<file path="src/rtl/core/sha512_pkg.sv">
// shared types, constants and round functions for the sha-512 engine
package sha512_pkg;

  localparam int SchedDepth = 16;
  localparam int Rounds = 80;

  typedef struct packed {
    logic [63:0] data_word;
    logic [3:0]  byte_count;
    logic        last;
  } in_item_t;

  typedef struct packed {
    logic [63:0] digest_word;
    logic [2:0]  word_index;
    logic        digest_last;
  } out_item_t;

  localparam logic [63:0] PadWord = 64'h8000000000000000;

  function automatic logic [63:0] init_hash(input logic [2:0] i);
    logic [63:0] r;
    case (i)
      3'd0: r = 64'h6a09e667f3bcc908;
      3'd1: r = 64'hbb67ae8584caa73b;
      3'd2: r = 64'h3c6ef372fe94f82b;
      3'd3: r = 64'ha54ff53a5f1d36f1;
      3'd4: r = 64'h510e527fade682d1;
      3'd5: r = 64'h9b05688c2b3e6c1f;
      3'd6: r = 64'h1f83d9abfb41bd6b;
      default: r = 64'h5be0cd19137e2179;
    endcase
    return r;
  endfunction

  function automatic logic [63:0] round_k(input logic [6:0] t);
    logic [63:0] r;
    case (t)
      7'd0: r = 64'h428a2f98d728ae22; 7'd1: r = 64'h7137449123ef65cd;
      7'd2: r = 64'hb5c0fbcfec4d3b2f; 7'd3: r = 64'he9b5dba58189dbbc;
      7'd4: r = 64'h3956c25bf348b538; 7'd5: r = 64'h59f111f1b605d019;
      7'd6: r = 64'h923f82a4af194f9b; 7'd7: r = 64'hab1c5ed5da6d8118;
      7'd8: r = 64'hd807aa98a3030242; 7'd9: r = 64'h12835b0145706fbe;
      7'd10: r = 64'h243185be4ee4b28c; 7'd11: r = 64'h550c7dc3d5ffb4e2;
      7'd12: r = 64'h72be5d74f27b896f; 7'd13: r = 64'h80deb1fe3b1696b1;
      7'd14: r = 64'h9bdc06a725c71235; 7'd15: r = 64'hc19bf174cf692694;
      7'd16: r = 64'he49b69c19ef14ad2; 7'd17: r = 64'hefbe4786384f25e3;
      7'd18: r = 64'h0fc19dc68b8cd5b5; 7'd19: r = 64'h240ca1cc77ac9c65;
      7'd20: r = 64'h2de92c6f592b0275; 7'd21: r = 64'h4a7484aa6ea6e483;
      7'd22: r = 64'h5cb0a9dcbd41fbd4; 7'd23: r = 64'h76f988da831153b5;
      7'd24: r = 64'h983e5152ee66dfab; 7'd25: r = 64'ha831c66d2db43210;
      7'd26: r = 64'hb00327c898fb213f; 7'd27: r = 64'hbf597fc7beef0ee4;
      7'd28: r = 64'hc6e00bf33da88fc2; 7'd29: r = 64'hd5a79147930aa725;
      7'd30: r = 64'h06ca6351e003826f; 7'd31: r = 64'h142929670a0e6e70;
      7'd32: r = 64'h27b70a8546d22ffc; 7'd33: r = 64'h2e1b21385c26c926;
      7'd34: r = 64'h4d2c6dfc5ac42aed; 7'd35: r = 64'h53380d139d95b3df;
      7'd36: r = 64'h650a73548baf63de; 7'd37: r = 64'h766a0abb3c77b2a8;
      7'd38: r = 64'h81c2c92e47edaee6; 7'd39: r = 64'h92722c851482353b;
      7'd40: r = 64'ha2bfe8a14cf10364; 7'd41: r = 64'ha81a664bbc423001;
      7'd42: r = 64'hc24b8b70d0f89791; 7'd43: r = 64'hc76c51a30654be30;
      7'd44: r = 64'hd192e819d6ef5218; 7'd45: r = 64'hd69906245565a910;
      7'd46: r = 64'hf40e35855771202a; 7'd47: r = 64'h106aa07032bbd1b8;
      7'd48: r = 64'h19a4c116b8d2d0c8; 7'd49: r = 64'h1e376c085141ab53;
      7'd50: r = 64'h2748774cdf8eeb99; 7'd51: r = 64'h34b0bcb5e19b48a8;
      7'd52: r = 64'h391c0cb3c5c95a63; 7'd53: r = 64'h4ed8aa4ae3418acb;
      7'd54: r = 64'h5b9cca4f7763e373; 7'd55: r = 64'h682e6ff3d6b2b8a3;
      7'd56: r = 64'h748f82ee5defb2fc; 7'd57: r = 64'h78a5636f43172f60;
      7'd58: r = 64'h84c87814a1f0ab72; 7'd59: r = 64'h8cc702081a6439ec;
      7'd60: r = 64'h90befffa23631e28; 7'd61: r = 64'ha4506cebde82bde9;
      7'd62: r = 64'hbef9a3f7b2c67915; 7'd63: r = 64'hc67178f2e372532b;
      7'd64: r = 64'hca273eceea26619c; 7'd65: r = 64'hd186b8c721c0c207;
      7'd66: r = 64'heada7dd6cde0eb1e; 7'd67: r = 64'hf57d4f7fee6ed178;
      7'd68: r = 64'h06f067aa72176fba; 7'd69: r = 64'h0a637dc5a2c898a6;
      7'd70: r = 64'h113f9804bef90dae; 7'd71: r = 64'h1b710b35131c471b;
      7'd72: r = 64'h28db77f523047d84; 7'd73: r = 64'h32caab7b40c72493;
      7'd74: r = 64'h3c9ebe0a15c9bebc; 7'd75: r = 64'h431d67c49c100d4c;
      7'd76: r = 64'h4cc5d4becb3e42b6; 7'd77: r = 64'h597f299cfc657e2a;
      7'd78: r = 64'h5fcb6fab3ad6faec;
      default: r = 64'h6c44198c4a475817;
    endcase
    return r;
  endfunction

  function automatic logic [63:0] rotr(input logic [63:0] v, input int s);
    return (v >> s) | (v << (64 - s));
  endfunction

  function automatic logic [63:0] bsig0(input logic [63:0] v);
    return rotr(v, 28) ^ rotr(v, 34) ^ rotr(v, 39);
  endfunction
  function automatic logic [63:0] bsig1(input logic [63:0] v);
    return rotr(v, 14) ^ rotr(v, 18) ^ rotr(v, 41);
  endfunction
  function automatic logic [63:0] ssig0(input logic [63:0] v);
    return rotr(v, 1) ^ rotr(v, 8) ^ (v >> 7);
  endfunction
  function automatic logic [63:0] ssig1(input logic [63:0] v);
    return rotr(v, 19) ^ rotr(v, 61) ^ (v >> 6);
  endfunction

endpackage

</file>
<file path="src/rtl/core/sha512_ram.sv">
// generic single-write ram with two registered read ports
module sha512_ram #(
  parameter int Width = 64,
  parameter int Depth = 16
) (
  input  logic                     clk,
  input  logic                     we,
  input  logic [$clog2(Depth)-1:0] waddr,
  input  logic [Width-1:0]         wdata,
  input  logic [$clog2(Depth)-1:0] raddr_a,
  output logic [Width-1:0]         rdata_a,
  input  logic [$clog2(Depth)-1:0] raddr_b,
  output logic [Width-1:0]         rdata_b
);

  logic [Width-1:0] mem [Depth];

  // write and registered reads
  always_ff @(posedge clk) begin
    if (we) begin
      mem[waddr] <= wdata;
    end
    rdata_a <= mem[raddr_a];
    rdata_b <= mem[raddr_b];
  end

endmodule

</file>
<file path="src/rtl/core/sha512_sched.sv">
// message schedule: 16-word memory, one expanded word per round slot
module sha512_sched (
  input  logic        clk,
  input  logic        rst,
  input  logic        push,
  input  logic [63:0] push_word,
  input  logic        step,
  input  logic [6:0]  round,
  input  logic [1:0]  phase,
  output logic [63:0] wt
);

  logic        we;
  logic [3:0]  waddr;
  logic [63:0] wdata;
  logic [3:0]  raddr_a, raddr_b;
  logic [63:0] rdata_a, rdata_b;
  logic [3:0]  wpos;
  logic [63:0] acc;

  sha512_ram #(.Width(64), .Depth(sha512_pkg::SchedDepth)) u_ram (
    .clk, .we, .waddr, .wdata,
    .raddr_a, .rdata_a, .raddr_b, .rdata_b
  );

  // phase 0 reads w[t-2], w[t-7]; phase 1 reads w[t-15], w[t-16]
  always_comb begin
    if (phase == 2'd0) begin
      raddr_a = round[3:0] - 4'd2;
      raddr_b = round[3:0] - 4'd7;
    end else begin
      raddr_a = round[3:0] - 4'd15;
      raddr_b = round[3:0];
    end
  end

  // write-back: input words while gathering, expanded words during rounds
  always_comb begin
    we    = 1'b0;
    waddr = wpos;
    wdata = push_word;
    if (push) begin
      we = 1'b1;
    end else if (step && round >= 7'd16) begin
      we    = 1'b1;
      waddr = round[3:0];
      wdata = wt;
    end
  end

  // phase 1 holds s1(w-2)+w-7; phase 2 finishes the sum
  always_ff @(posedge clk) begin
    if (phase == 2'd1) begin
      acc <= sha512_pkg::ssig1(rdata_a) + rdata_b;
    end
    if (phase == 2'd2) begin
      if (round >= 7'd16) begin
        wt <= acc + sha512_pkg::ssig0(rdata_a) + rdata_b;
      end else begin
        wt <= rdata_b;
      end
    end
  end

  // gather position
  always_ff @(posedge clk) begin
    if (rst) begin
      wpos <= '0;
    end else if (push) begin
      wpos <= wpos + 4'd1;
    end
  end

endmodule

</file>
<file path="config.mk">
export PLATFORM = sky130hd
export DESIGN_NAME = sha512_sched
export DESIGN_NICKNAME = d
export VERILOG_FILES = /design/src/rtl/core/sha512_pkg.sv /design/src/rtl/core/sha512_ram.sv /design/src/rtl/core/sha512_sched.sv
export SDC_FILE = /design/constraint.sdc
export NUM_CORES = 2
export LEC_CHECK = 0
export BUFFER_PORTS_ARGS = -buffer_cell sky130_fd_sc_hd__buf_2
export CAP_MARGIN = 20
export CORE_ASPECT_RATIO = 1.4
export CORE_MARGIN = 2
export CORE_UTILIZATION = 40
export DETAILED_ROUTE_END_ITERATION = 12
export PLACE_DENSITY_LB_ADDON = 0.3
export RECOVER_POWER = 25
export REMOVE_ABC_BUFFERS = 1
export SETUP_SLACK_MARGIN = 0.1
export SLEW_MARGIN = 20
export SYNTH_ARGS = -nofsm -noshare
export SYNTH_HDL_FRONTEND = slang
export SYNTH_SLANG_ARGS = --single-unit
</file>
<file path="constraint.sdc">
create_clock -name clk -period 15.4 [get_ports clk]
set_input_delay 4.62 -clock clk [delete_from_list [all_inputs] [get_ports clk]]
set_output_delay 4.62 -clock clk [all_outputs]
set_load 0.02 [all_outputs]
</file>
==> reports/metrics.csv <==
stage,metric,value,unit
power_and_ir_drop,Cell Pwr Density,216,nW/um^2
yosys,#FFs+latches synth,1284,
grt,global-route met2 utilization,39.7,%
grt,GRT Total Usage,23.5,%
sta,Worst-Margin Slew,4.56,ns
grt,first-pass GRT wire length,288000,um
grt,GRT busiest layer,met2,
grt,met3 Track Usage GR,2.74,%
power_and_ir_drop,leak pwr,25.2,nW
cells_and_area,Final Util,44.3,%
cells_and_area,cell area after layout,73400,um^2
worst_setup_path,startpoint types,primary input,
grt,vias in the first global route,41000,
die,die area,170000,um^2
clocking,clock buffer depth,3,
yosys,simple-gate share of the synthesized area,5.63,%
worst_setup_path,crit-path cells,clkbuf_1 > or3_1 > nand3b_1 > clkbuf_1 > a31oi_1 > nor2_4 > buf_4 > buf_4,
sta,setup violators final,0,
route,DR pass1 iterations,6,
power_and_ir_drop,power consumption,15.9,mW
placed_design,IO Port Bufs,140,
sta,final hold viol count,0,
worst_setup_path,"Largest stage delay, worst path",1.53,ns
cells_and_area,nets,4748,
sta,fin. max-slew vios,250,
worst_hold_path,HP Class,reg -> reg,
yosys,post-synthesis xor/xnor area fraction,4.85,%
yosys,post-synthesis sequential area ratio,55.9,%
die,CORE AREA,166000,um^2
route,Total Wirelength,200000,um
sta,post-route minimum period,9.58,ns
grt,initial antenna violation count,6,
sta,relative slew slack,-204,%
grt,M1 GR Usage,31.0,%
clocking,Sink Count,1284,
yosys,Syn Inst Count,4451,
yosys,mux cell area share after synthesis,19.6,%
yosys,Synth Area in Compound Gates,6.19,%
yosys,Yosys warning count,0,
die,die width,349,um
clocking,CTS H-tree lvls,3,
yosys,synth unique cells,87,
sta,Final WS setup,5.82,ns
worst_setup_path,Arrival @ worst endpoint,9.97,ns
worst_setup_path,CP Data Required Time,15.79,ns
yosys,"Async S/R FF share, synth",0,%
clocking,Setup Buffers After CTS,0,
yosys,synthesized area,66600,um^2
sta,FMAX,0.104,GHz
yosys,Avg Inst Size Synth,15.0,um^2
run,max-cap violation count,6,
sta,RSZ-0062 raised after global routing,false,
yosys,Post-Synth Adder-Cell Area,4.40,%
yosys,top_reg_cell synth,edfxtp_1,
clocking,Post-CTS Hold Buffers,0,
yosys,Post-synth EDFFs,1152,
cells_and_area,layout cells sized above 1,20.7,%
run_status,violated checks,"max-capacitance violations, max-slew violations",
cells_and_area,"commonest cells after routing, fill and taps aside","edfxtp_1 (1,152), mux4_2 (576), nand2_1 (457)",
die,Initial Utilization,40.2,%
cells_and_area,"commonest non-fill, non-tap cell in the layout",edfxtp_1,
sta,Final Cycle Share,62.2,%
cells_and_area,fillers,14600,
worst_setup_path,kind of critical path,in -> reg,
clocking,Num CTS Buffers,119,
route,DRC Markers,0,
sta,skew final,0.0474,ns
run_status,outcome,"complete, but fails checks",
placed_design,DP Wirelength,125000,um
route,Routed Antenna Nets,0,
placed_design,dpl cell area,69600,um^2
route,number of vias per cell,5.98,
worst_setup_path,largest fanout on the critical path,37,
route,1st-iter DRT viols,4306,
placed_design,DP Worst Slack,6.06,ns
clocking,CTS tree,built,
die,DIE HEIGHT,487,um
cells_and_area,filler-free cell count of the finished design,6730,
route,via count,40200,
yosys,largest family of logic cells by synthesized area,multiplexers,
clocking,clk_lat worst skew,0.79,ns
clocking,root buffer cell,clkbuf_16,
power_and_ir_drop,worst vdd ir,0.000151,V
grt,largest net degree at the start of global routing,137,
placed_design,routability cong.,0.934,
die,FP Rows,177,
placed_design,Placed Cells incl. Taps,6503,
worst_setup_path,Critical Path Sink Type,flop,
worst_setup_path,Critical-path top delay cell,clkbuf_1,
route,WL/cell,29.7,um
grt,global route overflow,0,
clocking,clk slew on worst S/H paths,0.06,ns
die,Top Ports,141,
clocking,CTS resizes,0,
cells_and_area,Area Overhead vs Synth,10.3,%
## registers in the layout (all words and copies together), names as in the netlist
signal         count
u_ram.mem       1024
wt                64
acc               64
u_ram.rdata_b     64
u_ram.rdata_a     64
wpos               4
## final timing paths
path                     from                to  slack [ns]  depth (start not counted)
min reg2reg           wpos[0]           wpos[0]        0.51                          2
max                  round[5]  u_ram.mem[14][1]        5.82                          8
min                   wpos[0]           wpos[0]        0.51                          2
max reg2reg  u_ram.rdata_a[2]            wt[29]        9.26                         17
## report_power, final
group	total [mW]	switching [mW]	leakage (nW)	internal [mW]
sequential	4.93	0.431	11.6	4.50
clock	3.10	1.36	1.96	1.75
combinational	7.82	4.90	11.6	2.92
## cell type report
cell class              instances  area, um^2  area share (%)
flip-flops and latches       1284       37200            50.7
multi-input cells            2603       27200            37.1
clock buffers                 152        3200            4.36
well taps                    2148        2690            3.66
repair buffers                210        1240            1.69
inverters                     258         970            1.32
clock inverters                74         867            1.18
diodes                          1        2.50         0.00341
## stage by stage
stage	TNS, ns	hold slack [ns]
5_1_grt	0	0.542
4_1_cts	0	0.509
6_report	0	0.511
2_1_floorplan	-1507.35	0.469
3_5_place_dp	0	0.499
3_3_place_gp	0	0.486
## logic make-up (layout without fill, tap and decap cells)
family / Yosys count / in the layout
XOR/XNOR: 368 / 368
adder cells (fa/ha/maj): 195 / 195
AND/OR/NAND/NOR: 839 / 839
multiplexers: 584 / 584
AO/OA/AOI/OAI: 617 / 617
other: 0 / 1
flip-flops: 1284 / 1284
buffers and inverters: 564 / 694
## per-layer routing
layer / wire length, um / vias to the layer above
met5: 0 / -
met4: 7870 / 0
met3: 12500 / 311
met2: 99000 / 1577
met1: 80200 / 21200
li1: - / 17100
## worst max-delay path: cells and delay by family
kind / cells / cell delay [ns]
buffers and inverters: 4 / 3.07
AND/OR/NAND/NOR: 3 / 1.44
AO/OA/AOI/OAI: 1 / 0.74
## Yosys cell counts, types with 3 or more instances
cell | n | area share (%)
clkbuf_1 | 204 | 1.2
a21boi_0 | 7 | 0.079
ha_1 | 130 | 2.4
o22ai_1 | 6 | 0.056
nand2_1 | 457 | 2.6
o211ai_1 | 11 | 0.12
o31ai_2 | 4 | 0.075
nand2b_1 | 13 | 0.12
a21oi_2 | 4 | 0.053
nor2b_1 | 11 | 0.10
buf_1 | 7 | 0.039
o31ai_1 | 8 | 0.090
or3_1 | 10 | 0.094
a41oi_1 | 3 | 0.039
xnor2_1 | 264 | 3.5
dfxtp_1 | 132 | 4.0
a31oi_1 | 85 | 0.80
or4_1 | 3 | 0.034
a221o_1 | 3 | 0.045
nand3b_1 | 4 | 0.045
o21a_1 | 13 | 0.15
edfxtp_1 | 1152 | 52
a21oi_1 | 182 | 1.4
buf_2 | 92 | 0.69
o31a_1 | 5 | 0.066
mux4_2 | 576 | 19
and3_1 | 14 | 0.13
nor2_1 | 152 | 0.86
nand3_1 | 23 | 0.17
xor2_1 | 103 | 1.4
a211oi_1 | 76 | 0.86
nor4_1 | 4 | 0.038
o221ai_1 | 3 | 0.039
a21o_1 | 70 | 0.79
mux2i_1 | 6 | 0.090
o21ai_0 | 69 | 0.52
o21bai_1 | 22 | 0.25
nor3b_1 | 6 | 0.068
and2_1 | 69 | 0.65
fa_1 | 65 | 2.0
nand4_1 | 39 | 0.37
inv_1 | 256 | 1.4
a311oi_1 | 3 | 0.039
nor3_1 | 19 | 0.14
o21ai_1 | 9 | 0.068
No activity file was read; power rests on OpenSTA's default activity.
